--- config.mk ---
export PLATFORM = sky130hd
export DESIGN_NAME = byte_stack_with_multi_pop_unit
export DESIGN_NICKNAME = d
export VERILOG_FILES = /design/src/bstk_pkg.sv /design/src/byte_stack_with_multi_pop_unit.sv /design/src/bstk_ram.sv
export VERILOG_INCLUDE_DIRS = /design/src /design/src/src
export SDC_FILE = /design/constraint.sdc
export NUM_CORES = 1
export LEC_CHECK = 0
export ABC_AREA = 1
export ABC_CLOCK_PERIOD_IN_PS = 4040
export BUFFER_PORTS_ARGS = -buffer_cell sky130_fd_sc_hd__buf_2
export CAP_MARGIN = 20
export CORE_UTILIZATION = 40
export CTS_CLUSTER_SIZE = 24
export DETAILED_ROUTE_END_ITERATION = 10
export GPL_ROUTABILITY_DRIVEN = 0
export GPL_TIMING_DRIVEN = 0
export SLEW_MARGIN = 20
export SYNTH_ARGS = -nofsm -noshare
export SYNTH_HDL_FRONTEND = slang
export SYNTH_HIERARCHICAL = 1
export SYNTH_SLANG_ARGS = --single-unit
--- constraint.sdc ---
create_clock -name i_clk -period 4.04 [get_ports i_clk]
set_input_delay 0 -clock i_clk [delete_from_list [all_inputs] [get_ports i_clk]]
set_output_delay 0 -clock i_clk [all_outputs]
set_load 0.05 [all_outputs]
--- src/byte_stack_with_multi_pop_unit_defines.svh ---
// Assertion macros used by the byte stack top level.
`ifndef BYTE_STACK_WITH_MULTI_POP_UNIT_DEFINES_SVH
`define BYTE_STACK_WITH_MULTI_POP_UNIT_DEFINES_SVH

// Check that expr holds in the same cycle whenever cond holds.
`define BSTK_ASSERT_SAME(lbl, clk, rst_n, cond, expr, msg) \
    lbl: assert property (@(posedge clk) disable iff (!rst_n) (cond) |-> (expr)) \
        else $error(msg);

// Check that expr holds in the cycle after cond holds.
`define BSTK_ASSERT_NEXT(lbl, clk, rst_n, cond, expr, msg) \
    lbl: assert property (@(posedge clk) disable iff (!rst_n) (cond) |=> (expr)) \
        else $error(msg);

`endif

--- src/bstk_pkg.sv ---
// Types and codes used by the byte stack top level.
package bstk_pkg;

    localparam int DEFAULT_STACK_DEPTH = 64;
    localparam int BYTE_W              = 8;
    localparam int FILL_W              = 7;
    localparam int CMD_W               = 3;
    localparam int STATUS_W            = 3;

    localparam logic [CMD_W-1:0] CMD_PUSH   = 3'd0;
    localparam logic [CMD_W-1:0] CMD_POP    = 3'd1;
    localparam logic [CMD_W-1:0] CMD_PEEK   = 3'd2;
    localparam logic [CMD_W-1:0] CMD_PEEK_N = 3'd3;
    localparam logic [CMD_W-1:0] CMD_POP_N  = 3'd4;

    localparam logic [STATUS_W-1:0] ST_OK       = 3'd0;
    localparam logic [STATUS_W-1:0] ST_EMPTY    = 3'd1;
    localparam logic [STATUS_W-1:0] ST_NEG_CNT  = 3'd2;
    localparam logic [STATUS_W-1:0] ST_CNT_BIG  = 3'd3;
    localparam logic [STATUS_W-1:0] ST_FULL     = 3'd4;

    typedef struct packed {
        logic [CMD_W-1:0]         command;
        logic [BYTE_W-1:0]        push_byte;
        logic signed [BYTE_W-1:0] count;
    } t_in_word;

    typedef struct packed {
        logic [BYTE_W-1:0]   out_byte;
        logic                byte_valid;
        logic [STATUS_W-1:0] status;
        logic [FILL_W-1:0]   fill_level;
        logic                empty_flag;
        logic                last;
    } t_out_word;

endpackage

--- src/byte_stack_with_multi_pop_unit.sv ---
// Byte stack (LIFO) with single and multi-element peek and pop, top level.
//
// Input channel (i_in_valid / o_in_stall / i_in_word): one word per command:
// push, pop, peek top, peek top N, pop top N. Output channel (o_out_valid /
// i_out_stall / o_out_word): one result word per push, single pop or peek,
// error or zero count; N words for a multi peek or pop, deepest element
// first, the final word marked with last. Every word reports the fill level
// after its command and an empty flag.
// Timing: push, error and zero-count results show in the cycle after the
// command is taken; results that read the stack memory pass through the
// synchronous memory read and then the output register. Pushes go back to
// back while the receiver does not stall, and so do pops and peeks; a command
// that needs no read waits while a read result is pending. A multi-element
// command reads one element at a time through the single memory read port.
// The read data register of the memory acts as a holding stage, so a stalled
// receiver lets one more reading command in before o_in_stall rises.
// Reset (synchronous, active low) empties the stack and drops any result in
// flight; the memory itself is not cleared, only entries below the fill
// level are ever read. While the receiver stalls, the output word holds.
module byte_stack_with_multi_pop_unit #(
    parameter int STACK_DEPTH = bstk_pkg::DEFAULT_STACK_DEPTH
) (
    input  logic                i_clk,
    input  logic                i_rst_n,
    input  logic                i_in_valid,
    output logic                o_in_stall,
    input  bstk_pkg::t_in_word  i_in_word,
    output logic                o_out_valid,
    input  logic                i_out_stall,
    output bstk_pkg::t_out_word o_out_word
);

    `include "byte_stack_with_multi_pop_unit_defines.svh"

    localparam int AW = (STACK_DEPTH > 1) ? $clog2(STACK_DEPTH) : 1;
    localparam int PW = $clog2(STACK_DEPTH + 1);
    localparam int NW = bstk_pkg::BYTE_W - 1;           // magnitude of count
    localparam int XW = PW + NW;                         // compare width
    localparam logic [PW-1:0] FULL_LVL = PW'(STACK_DEPTH);

    // Control state
    logic [PW-1:0] r_fill;     // stack pointer: number of elements held
    logic          r_busy;     // streaming the rest of a multi command
    logic [AW-1:0] r_addr;     // next address to read while streaming
    logic [NW-1:0] r_remain;   // reads left while streaming
    logic [PW-1:0] r_mfill;    // fill level reported by the multi command
    logic          r_pend;     // memory read data waits for the output
    logic          r_pend_last;
    logic [PW-1:0] r_pend_fill;
    logic          r_ov;
    bstk_pkg::t_out_word r_out;

    // Next values
    logic          n_busy;
    logic [AW-1:0] n_addr;
    logic [NW-1:0] n_remain;
    logic [PW-1:0] n_mfill;
    logic [PW-1:0] n_fill;
    logic          n_pend;
    logic          n_pend_last;
    logic [PW-1:0] n_pend_fill;
    logic          n_ov;
    bstk_pkg::t_out_word n_out;

    // Decode
    logic                  is_push, is_single, is_multi, is_pop_kind;
    logic                  neg, too_big, n_zero, st_empty, st_full;
    logic [NW-1:0]         cnt_n;
    logic [XW-1:0]         top_x, cnt_x, diff_x;
    logic [PW-1:0]         base, top_m1;
    logic                  needs_read, in_ready, in_acc;
    logic                  slot_free, pend_go, rd_ok, imm_load;
    logic [bstk_pkg::STATUS_W-1:0] imm_status;
    logic [PW-1:0]         imm_fill;
    logic [PW+bstk_pkg::FILL_W-1:0] pend_fill_x, imm_fill_x;

    // Memory port
    logic                      ram_we, ram_re;
    logic [AW-1:0]             ram_waddr, ram_raddr;
    logic [bstk_pkg::BYTE_W-1:0] ram_rdata;

    always_comb begin
        is_push     = (i_in_word.command == bstk_pkg::CMD_PUSH);
        is_single   = (i_in_word.command == bstk_pkg::CMD_POP) ||
                      (i_in_word.command == bstk_pkg::CMD_PEEK);
        is_multi    = (i_in_word.command == bstk_pkg::CMD_PEEK_N) ||
                      (i_in_word.command == bstk_pkg::CMD_POP_N);
        is_pop_kind = (i_in_word.command == bstk_pkg::CMD_POP) ||
                      (i_in_word.command == bstk_pkg::CMD_POP_N);
        neg         = i_in_word.count[bstk_pkg::BYTE_W-1];
        cnt_n       = i_in_word.count[NW-1:0];
        n_zero      = (cnt_n == '0);
        st_empty    = (r_fill == '0);
        st_full     = (r_fill == FULL_LVL);
        top_x       = {{NW{1'b0}}, r_fill};
        cnt_x       = {{PW{1'b0}}, cnt_n};
        too_big     = (cnt_x > top_x);
        diff_x      = top_x - cnt_x;
        base        = diff_x[PW-1:0];
        top_m1      = r_fill - PW'(1);
        needs_read  = (is_single && !st_empty) ||
                      (is_multi && !neg && !too_big && !n_zero);

        // Output register loads when empty or being taken this cycle.
        slot_free = !r_ov || !i_out_stall;
        pend_go   = r_pend && slot_free;
        rd_ok     = !r_pend || pend_go;
        in_ready  = !r_busy && (needs_read ? rd_ok : (!r_pend && slot_free));
        in_acc    = i_in_valid && in_ready;
        imm_load  = in_acc && !needs_read;

        priority if (is_push) begin
            imm_status = st_full ? bstk_pkg::ST_FULL : bstk_pkg::ST_OK;
        end else if (is_single) begin
            imm_status = bstk_pkg::ST_EMPTY;
        end else if (is_multi && neg) begin
            imm_status = bstk_pkg::ST_NEG_CNT;
        end else if (is_multi && too_big) begin
            imm_status = bstk_pkg::ST_CNT_BIG;
        end else begin
            imm_status = bstk_pkg::ST_OK;
        end
        imm_fill = (is_push && !st_full) ? r_fill + PW'(1) : r_fill;
    end

    always_comb begin
        n_busy      = r_busy;
        n_addr      = r_addr;
        n_remain    = r_remain;
        n_mfill     = r_mfill;
        n_fill      = r_fill;
        n_pend      = pend_go ? 1'b0 : r_pend;
        n_pend_last = r_pend_last;
        n_pend_fill = r_pend_fill;
        ram_we      = 1'b0;
        ram_waddr   = r_fill[AW-1:0];
        ram_re      = 1'b0;
        ram_raddr   = r_addr;

        if (r_busy) begin
            // Stream the next element once the read register frees up.
            if (rd_ok) begin
                ram_re      = 1'b1;
                n_addr      = r_addr + AW'(1);
                n_remain    = r_remain - NW'(1);
                n_pend      = 1'b1;
                n_pend_last = (r_remain == NW'(1));
                n_pend_fill = r_mfill;
                n_busy      = (r_remain != NW'(1));
            end
        end else if (in_acc) begin
            if (is_push && !st_full) begin
                ram_we = 1'b1;
                n_fill = r_fill + PW'(1);
            end
            if (needs_read) begin
                ram_re = 1'b1;
                n_pend = 1'b1;
                if (is_single) begin
                    ram_raddr   = top_m1[AW-1:0];
                    n_pend_last = 1'b1;
                    n_pend_fill = is_pop_kind ? top_m1 : r_fill;
                    n_fill      = is_pop_kind ? top_m1 : r_fill;
                end else begin
                    // Deepest of the N first; the pointer drops at once on pop.
                    ram_raddr   = base[AW-1:0];
                    n_pend_last = (cnt_n == NW'(1));
                    n_pend_fill = is_pop_kind ? base : r_fill;
                    n_fill      = is_pop_kind ? base : r_fill;
                    n_mfill     = is_pop_kind ? base : r_fill;
                    n_addr      = base[AW-1:0] + AW'(1);
                    n_remain    = cnt_n - NW'(1);
                    n_busy      = (cnt_n != NW'(1));
                end
            end
        end
    end

    // Output word assembly
    always_comb begin
        pend_fill_x = {{bstk_pkg::FILL_W{1'b0}}, r_pend_fill};
        imm_fill_x  = {{bstk_pkg::FILL_W{1'b0}}, imm_fill};
        n_out       = r_out;
        n_ov        = r_ov && i_out_stall;
        if (pend_go) begin
            n_ov             = 1'b1;
            n_out.out_byte   = ram_rdata;
            n_out.byte_valid = 1'b1;
            n_out.status     = bstk_pkg::ST_OK;
            n_out.fill_level = pend_fill_x[bstk_pkg::FILL_W-1:0];
            n_out.empty_flag = (r_pend_fill == '0);
            n_out.last       = r_pend_last;
        end else if (imm_load) begin
            n_ov             = 1'b1;
            n_out.out_byte   = '0;
            n_out.byte_valid = 1'b0;
            n_out.status     = imm_status;
            n_out.fill_level = imm_fill_x[bstk_pkg::FILL_W-1:0];
            n_out.empty_flag = (imm_fill == '0);
            n_out.last       = 1'b1;
        end
    end

    always_ff @(posedge i_clk) begin
        if (!i_rst_n) begin
            r_fill <= '0;
            r_busy <= 1'b0;
            r_pend <= 1'b0;
            r_ov   <= 1'b0;
        end else begin
            r_fill <= n_fill;
            r_busy <= n_busy;
            r_pend <= n_pend;
            r_ov   <= n_ov;
        end
        r_addr      <= n_addr;
        r_remain    <= n_remain;
        r_mfill     <= n_mfill;
        r_pend_last <= n_pend_last;
        r_pend_fill <= n_pend_fill;
        r_out       <= n_out;
    end

    // A push writes at the edge that takes it, so a read issued by a later
    // command always sees the stored byte: no forwarding is needed.
    bstk_ram #(
        .WIDTH (bstk_pkg::BYTE_W),
        .DEPTH (STACK_DEPTH)
    ) u_store (
        .i_clk   (i_clk),
        .i_we    (ram_we),
        .i_waddr (ram_waddr),
        .i_wdata (i_in_word.push_byte),
        .i_re    (ram_re),
        .i_raddr (ram_raddr),
        .o_rdata (ram_rdata)
    );

    assign o_in_stall  = !in_ready;
    assign o_out_valid = r_ov;
    assign o_out_word  = r_out;

    `BSTK_ASSERT_SAME(a_fill_bound, i_clk, i_rst_n, 1'b1, r_fill <= FULL_LVL,
        "fill level above stack depth")
    `BSTK_ASSERT_SAME(a_busy_remain, i_clk, i_rst_n, r_busy, r_remain != '0,
        "streaming with no reads left")
    `BSTK_ASSERT_SAME(a_one_load, i_clk, i_rst_n, pend_go, !imm_load,
        "two results loaded into the output register at once")
    `BSTK_ASSERT_NEXT(a_push_grow, i_clk, i_rst_n, in_acc && is_push && !st_full,
        r_fill == $past(r_fill) + PW'(1), "push did not raise the fill level")

endmodule

--- src/bstk_ram.sv ---
// Generic single-write, single-read RAM with registered, enabled read.
module bstk_ram #(
    parameter int WIDTH = 8,
    parameter int DEPTH = 64,
    localparam int AW   = (DEPTH > 1) ? $clog2(DEPTH) : 1
) (
    input  logic             i_clk,
    input  logic             i_we,
    input  logic [AW-1:0]    i_waddr,
    input  logic [WIDTH-1:0] i_wdata,
    input  logic             i_re,
    input  logic [AW-1:0]    i_raddr,
    output logic [WIDTH-1:0] o_rdata
);

    logic [WIDTH-1:0] r_mem [DEPTH];
    logic [WIDTH-1:0] r_rdata;

    always_ff @(posedge i_clk) begin
        if (i_we) begin
            r_mem[i_waddr] <= i_wdata;
        end
        // Hold read data until the next read.
        if (i_re) begin
            r_rdata <= r_mem[i_raddr];
        end
    end

    assign o_rdata = r_rdata;

endmodule
==> impl_metrics.toml, run 1 <==
[status]
status = "complete, but fails checks"
violations = "hold timing"

[floorplanning]
die_area_sq_um = 64300
rows = 91
num_io_pins = 46
initial_utilization_pct = 40.7
die_w_microns = 254
die_h_microns = 254
core_sq_um = 62200

[logic_synthesis]
synth_nets = 2353
synth_compound_area_share_pct = 1.53
synth_cell_types = 46
yosys.area_share.simple_pct = 24.2
synth_xor_area_share_pct = 0.622
synth_cells = 2314
synth.top_cells.by_area = "edfxtp_1 (67%), nand2_1 (12%), nand3_1 (9.3%)"
yosys.area.top_type_share_pct = 67.0
synth-seq-area-share_pct = 68.1
synth_fa_ha_area_share_pct = 0.820
synth_top_flop_cell = "edfxtp_1"
yosys_warnings = 6
yosys-mux-area-fraction_pct = 0.0395
synth_commonest_cells = "nand2_1 (827), edfxtp_1 (565), nand3_1 (470), nor2_1 (92), inv_1 (66)"
synth_edf_count = 565
synth_area_leader_cell = "edfxtp_1"
synth-seq-cells = 579
ys_async_sr_fraction_pct = 0
synth_top_family_by_area = "simple AND/OR/NAND/NOR gates"
yosysMostFrequentCell = "nand2_1"
netlist_area_sq_um = 25300
syn_area_per_cell_sq_um = 10.9

[finish]
drive_gt1_share_pct = 14.6
n_antenna_cell = 0
fin_nets = 2520
fin_cells = 3361
final_util_pct = 47.1
syn_to_final_growth_pct = 15.5
final_area_sq_um = 29300
fillers = 5714

[timing]
tightestPinTransition_ps = 864
post-route-period-util_pct = 96.9
slew_headroom_pct = 42.4
fmax_mhz = 256
post-route-min-period_ps = 3910
setup_viol = 0
final_hold_viol_count = 3
drv_slew = 0
skew_ps = 42.0
hold_ws_ps = -6.09
fin_setup_tns_ps = 0

[setup_path]
critPathMaxFanout = 10
start_kind = "flip-flop"
critPathCaptureType = "flip-flop"
critPathKind = "flip-flop to flip-flop"
worstPathArrival_ps = 4360
required_ps = 4490

[routing]
antenna_left = 0
routed_wl_microns = 73700
vias_per_cell = 5.40
drt_drc_violations_left = 0
via_count = 18200
first_pass_iters = 6
detail_route.wl_per_cell_microns = 21.9
drtIter0Drc = 2017

[clock_network]
clock-sinks = 579
clock_path_buffers = 3
cts.reportedPaths.clkPinSlew_ps = 60
cts_inserted_buffers = 59
clockRootBuffer = "clkbuf_16"
cts_tree = "done"
htreeDepth = 2
clk-insertion-delay-late_ps = 630

[global_route]
grt_pass1_vias = 17200
grt_use_met1_pct = 31.4
grt.total_usage_pct = 23.0
overflow = 0
busiest_layer = "met2"
grtUsageMet2_pct = 37.5
grt_max_degree = 65
use_met3_pct = 3.77
antenna_found_initial = 1
grt_pass1_wl_microns = 108000

[power]
p_per_area_nw_per_um2 = 438
ir_drop_v = 0.000338
p_leak_nw = 10.9

[worst_hold_path]
hp-class = "primary input to flip-flop"

[placed_design]
place_hpwl_microns = 49900
placedCellCount = 3204
placed_cell_area_sq_um = 26700
portBuffers = 45

[run]
cap_violations = 0
## critical path: stages, from the launching register on
cell and delay (ps):
dfxtp_4 410, clkinvlp_4 180, ha_1 210, inv_1 80, nand3_1 90, nand2_1 130, nand2_1 80, nand3_2 110
nand2_2 110, nand2_4 120, nand4_4 180, buf_6 200, a21oi_1 290, clkbuf_1 350, inv_1 270, clkbuf_1 330
nand3_1 190, nand3_2 150, nand2_1 220
## where the power goes
| part | internal, W | switching [W] |
|---|---|---|
| clock | 0.00278 | 0.00221 |
| combinational | 0.000327 | 0.000851 |
| sequential | 0.00664 | 0.0000186 |
| total | 0.00975 | 0.00308 |
## cell type report
type	count	area, sq um	area share (%)
sequential	579	17300	59.0
multi-input combinational	1534	7160	24.5
clock buffer	76	1560	5.34
tap	837	1050	3.58
buffer	128	977	3.34
timing repair buffer	106	773	2.64
inverter	73	289	0.988
clock inverter	28	189	0.646
## routing by layer
layer | part of all wire [%] | wire length [microns]
met5 | 0 | 0
met3 | 8.1 | 5990
met4 | 2.7 | 1990
met2 | 47 | 34900
met1 | 42 | 30800
## registers in the layout, indices dropped and copies added, names as in the netlist
register,flops
o_out_valid,1
o_out_word,21
r_addr,6
r_busy,1
r_fill,7
r_mfill,7
r_pend,1
r_pend_fill,7
r_pend_last,1
r_remain,7
u_store/o_rdata,8
u_store/r_mem,512
## worst paths after layout
check / startpoint / end / slack, ps / cells after the start
min reg2reg: o_out_word[12] / o_out_word[12] / 470 / 2
max: r_fill[0] / u_store/o_rdata[3] / 130 / 18
min: i_in_word[9] / u_store/r_mem[54][1] / -6 / 1
max reg2reg: r_fill[0] / u_store/o_rdata[3] / 130 / 18
## what timing repair did
action                                  in CTS  in global routing
setup buffers                                7                 19
endpoints found under the hold margin      102                  0
resized for setup                           65                 50
endpoints found under the setup margin     471                274
cloned                                       0                  0
pin swaps                                    3                  4
hold buffers                                27                  0
## cell families after synthesis
kind of cell,after synthesis
multiplexers,1
flip-flops,579
AO/OA/AOI/OAI,67
AND/OR/NAND/NOR,1432
buffers and inverters,201
XOR/XNOR,18
adder cells (fa/ha/maj),16
## layout by cell type (no fill, tap or decap), drive strengths merged, types with 2 or more instances in the layout
master,n
dlygate4sd3,27
nand3b,2
buf,179
nor4,10
nor3,5
xnor2,5
nand4,13
clkinvlp,3
inv,70
o31ai,2
dfxtp,14
ha,15
clkinv,27
xor2,13
a21oi,20
edfxtp,565
clkbuf,104
nand2,830
nand3,473
or2,3
nor2,95
o21ai,40
## stage by stage
step / total power, W / hold WS, ps / setup slack, ps
2_1_floorplan: 0.00746 / 97.6 / 642
3_3_place_gp: 0.00788 / 226 / -1030
3_5_place_dp: 0.00790 / 233 / -662
4_1_cts: 0.0129 / 0.400 / -246
5_1_grt: 0.0132 / 4.37 / -14.3
6_report: 0.0128 / -6.09 / 127
Note: power is estimated with default switching activity, not from simulation.
==> run 2, diff against run 1 <==
ABC_AREA = not set   (was 1)
==> impl_metrics.toml, run 2 <==
[global_route]
grt_pass1_vias = 13400
overflow = 0
grt_max_degree = 65
grt_pass1_wl_microns = 90500
antenna_found_initial = 0
grt.total_usage_pct = 20.6

[setup_path]
path_cells = "ha_4 -> and3b_2 -> o21ai_4 -> a21oi_4 -> a21oi_4 -> or2_4 -> buf_4 -> a21boi_2 -> nor2b_1 -> nand2_1 -> nor2_2"
r2r_setup_slack_ps = -120
crit_end = "u_store/r_mem[18][5]"
start_kind = "flip-flop"
startpoint = "r_fill[2]"
slowest_stage = "nor2_2"
cpMostUsedCell = "a21oi_4"
worstPathArrival_ps = 4430
critPathMaxFanout = 8
rr_endpoint = "u_store/r_mem[18][5]"
critPathKind = "flip-flop to flip-flop"
required_ps = 4300
r2r_start = "r_fill[2]"
cpPeakStageDelay_ps = 670
critPathCaptureType = "flip-flop"
worst-r2r-cell-count = 11

[logic_synthesis]
synth_cell_types = 70
netlist_area_sq_um = 24100
synth-seq-area-share_pct = 71.6
synth_fa_ha_area_share_pct = 0.863
synth_nets = 1389
ys_async_sr_fraction_pct = 0
synth_cells = 1350
yosysMostFrequentCell = "edfxtp_1"
synth_xor_area_share_pct = 1.09
synth_top_flop_cell = "edfxtp_1"
yosys.area_share.simple_pct = 5.96
synth.top_cells.by_area = "edfxtp_1 (70%), mux4_2 (12%), nor2_1 (1.6%)"
yosys-mux-area-fraction_pct = 13.9
syn_area_per_cell_sq_um = 17.8
synth_top_family_by_area = "multiplexers"
synth-seq-cells = 579
yosys.area.top_type_share_pct = 70.5
synth_compound_area_share_pct = 4.43
synth_area_leader_cell = "edfxtp_1"
yosys_warnings = 6
synth_commonest_cells = "edfxtp_1 (565), mux4_2 (126), nor2_1 (101), nand2_1 (76), o21ai_0 (37)"
synth_edf_count = 565

[worst_hold_path]
hp-class = "primary input to flip-flop"

[status]
violations = "DRC, setup timing"
status = "complete, but fails checks"

[timing]
post-route-period-util_pct = 103
skew_ps = 15.5
rsz0062_at_grt = "yes"
fin_ws_ps = -124
post-route-min-period_ps = 4160
setup_viol = 73
drv_slew = 0
fmax_mhz = 240
hold_ws_ps = 112
tightestPinTransition_ps = 1010
slew_headroom_pct = 32.5
fin_setup_tns_ps = -4660
final_hold_viol_count = 0

[floorplanning]
rows = 89
die_h_microns = 247
die_w_microns = 247
num_io_pins = 46
die_area_sq_um = 61200
initial_utilization_pct = 40.6
core_sq_um = 59200

[clock_network]
htreeDepth = 2
clock-sinks = 579
clockRootBuffer = "clkbuf_16"
clock_path_buffers = 3
clk-insertion-delay-late_ps = 630
cts_inserted_buffers = 58
cts.reportedPaths.clkPinSlew_ps = 60
cts_tree = "done"

[finish]
final_common_cell = "edfxtp_1"
regMostFlops = "u_store/r_mem"
fin_cells = 2348
final_cell_mix = "edfxtp_1 (565), mux4_2 (126), nand2_1 (75)"
fin_nets = 1564
fillers = 4868
n_antenna_cell = 0
final_area_sq_um = 29200
largest_reg_flops = 512
drive_gt1_share_pct = 32.7
syn_to_final_growth_pct = 21.2

[run]
cap_violations = 0

[routing]
first_pass_iters = 8
vias_per_cell = 5.79
drt_drc_violations_left = 7
antenna_left = 0
routed_wl_microns = 62900
detail_route.wl_per_cell_microns = 26.8
via_count = 13600
drtIter0Drc = 1345

[placed_design]
placed_cell_area_sq_um = 25300
placedCellCount = 2168
place_hpwl_microns = 40100
portBuffers = 44
pre_cts_slack_ps = -1650

[power]
p_leak_nw = 9.39
p_per_area_nw_per_um2 = 445
ir_drop_v = 0.000302
[run 2: how the worst min path moves through the flow]
stage                           to  slack [ps]  cells after the start          start
3_3_place_gp           o_out_valid         360                      3    i_out_stall
3_5_place_dp           o_out_valid         380                      3    i_out_stall
6_report                 r_fill[3]         110                      6  i_in_word[16]
5_1_grt                  r_fill[3]         170                      6  i_in_word[16]
4_1_cts                  r_fill[3]          80                      6  i_in_word[16]
2_1_floorplan  u_store/r_mem[0][0]         100                      0   i_in_word[8]
[run 2: worst max-delay path, delay by kind of cell (launching register included)]
kind	cells	cell delay [ps]
and+or+nand+nor	5	2180
AOI/OAI and AO/OA	4	770
DFF	1	380
adders and majority gates	1	300
buffers and inverters	1	150
[run 2: metal layers]
metal / part of all wire, % / up-vias / global-route usage [%] / routed length [microns]
met1: 42 / 7047 / 28.6 / 26200
met5: 0 / - / 0 / 0
li1: - / 5818 / - / -
met4: 2.9 / 0 / 6.06 / 1830
met3: 8.2 / 114 / 4.22 / 5160
met2: 47 / 617 / 32.7 / 29700
[run 2: through the flow]
stage / total power (W) / utilization, %
2_1_floorplan: 0.00706 / -
3_3_place_gp: 0.00727 / 42.6
3_5_place_dp: 0.00728 / 42.7
4_1_cts: 0.0131 / 47.9
5_1_grt: 0.0134 / 49.3
6_report: 0.0130 / 49.3
[run 2: cell type report]
type                       instances  area, sq um  area share (%)
tap                              773          967            3.31
clock inverter                    43          558            1.91
buffer                            73          708            2.43
timing repair buffer             116         1030            3.55
multi-input combinational        678         7070            24.2
inverter                          19         78.8           0.270
sequential                       579        17300            59.2
clock buffer                      67         1500            5.12
[run 2: cell families (layout without fill, tap and decap cells)]
group,count (synthesis),count (layout)
xor+xnor,30,30
mux,175,175
flops,579,579
buf+inv,93,318
compound gates,153,153
fa+ha+maj,16,16
simple gates,304,304
[run 2: power by group]
group | internal (W) | total [W] | leakage, nW | switching, W
sequential | 0.00662 | 0.00663 | 5.22 | 0.0000107
clock | 0.00344 | 0.00576 | 1.00 | 0.00232
combinational | 0.000205 | 0.000611 | 3.17 | 0.000405
total | 0.0103 | 0.0130 | 9.39 | 0.00273
[run 2: what timing repair did]
item                                    CTS  global route
hold buffers                             21             4
resized for setup                       197            81
gates cloned                              0             4
setup buffers                            12            30
endpoints found under the setup margin  520           435
endpoints found under the hold margin   247           252
pin swaps                                 8            27
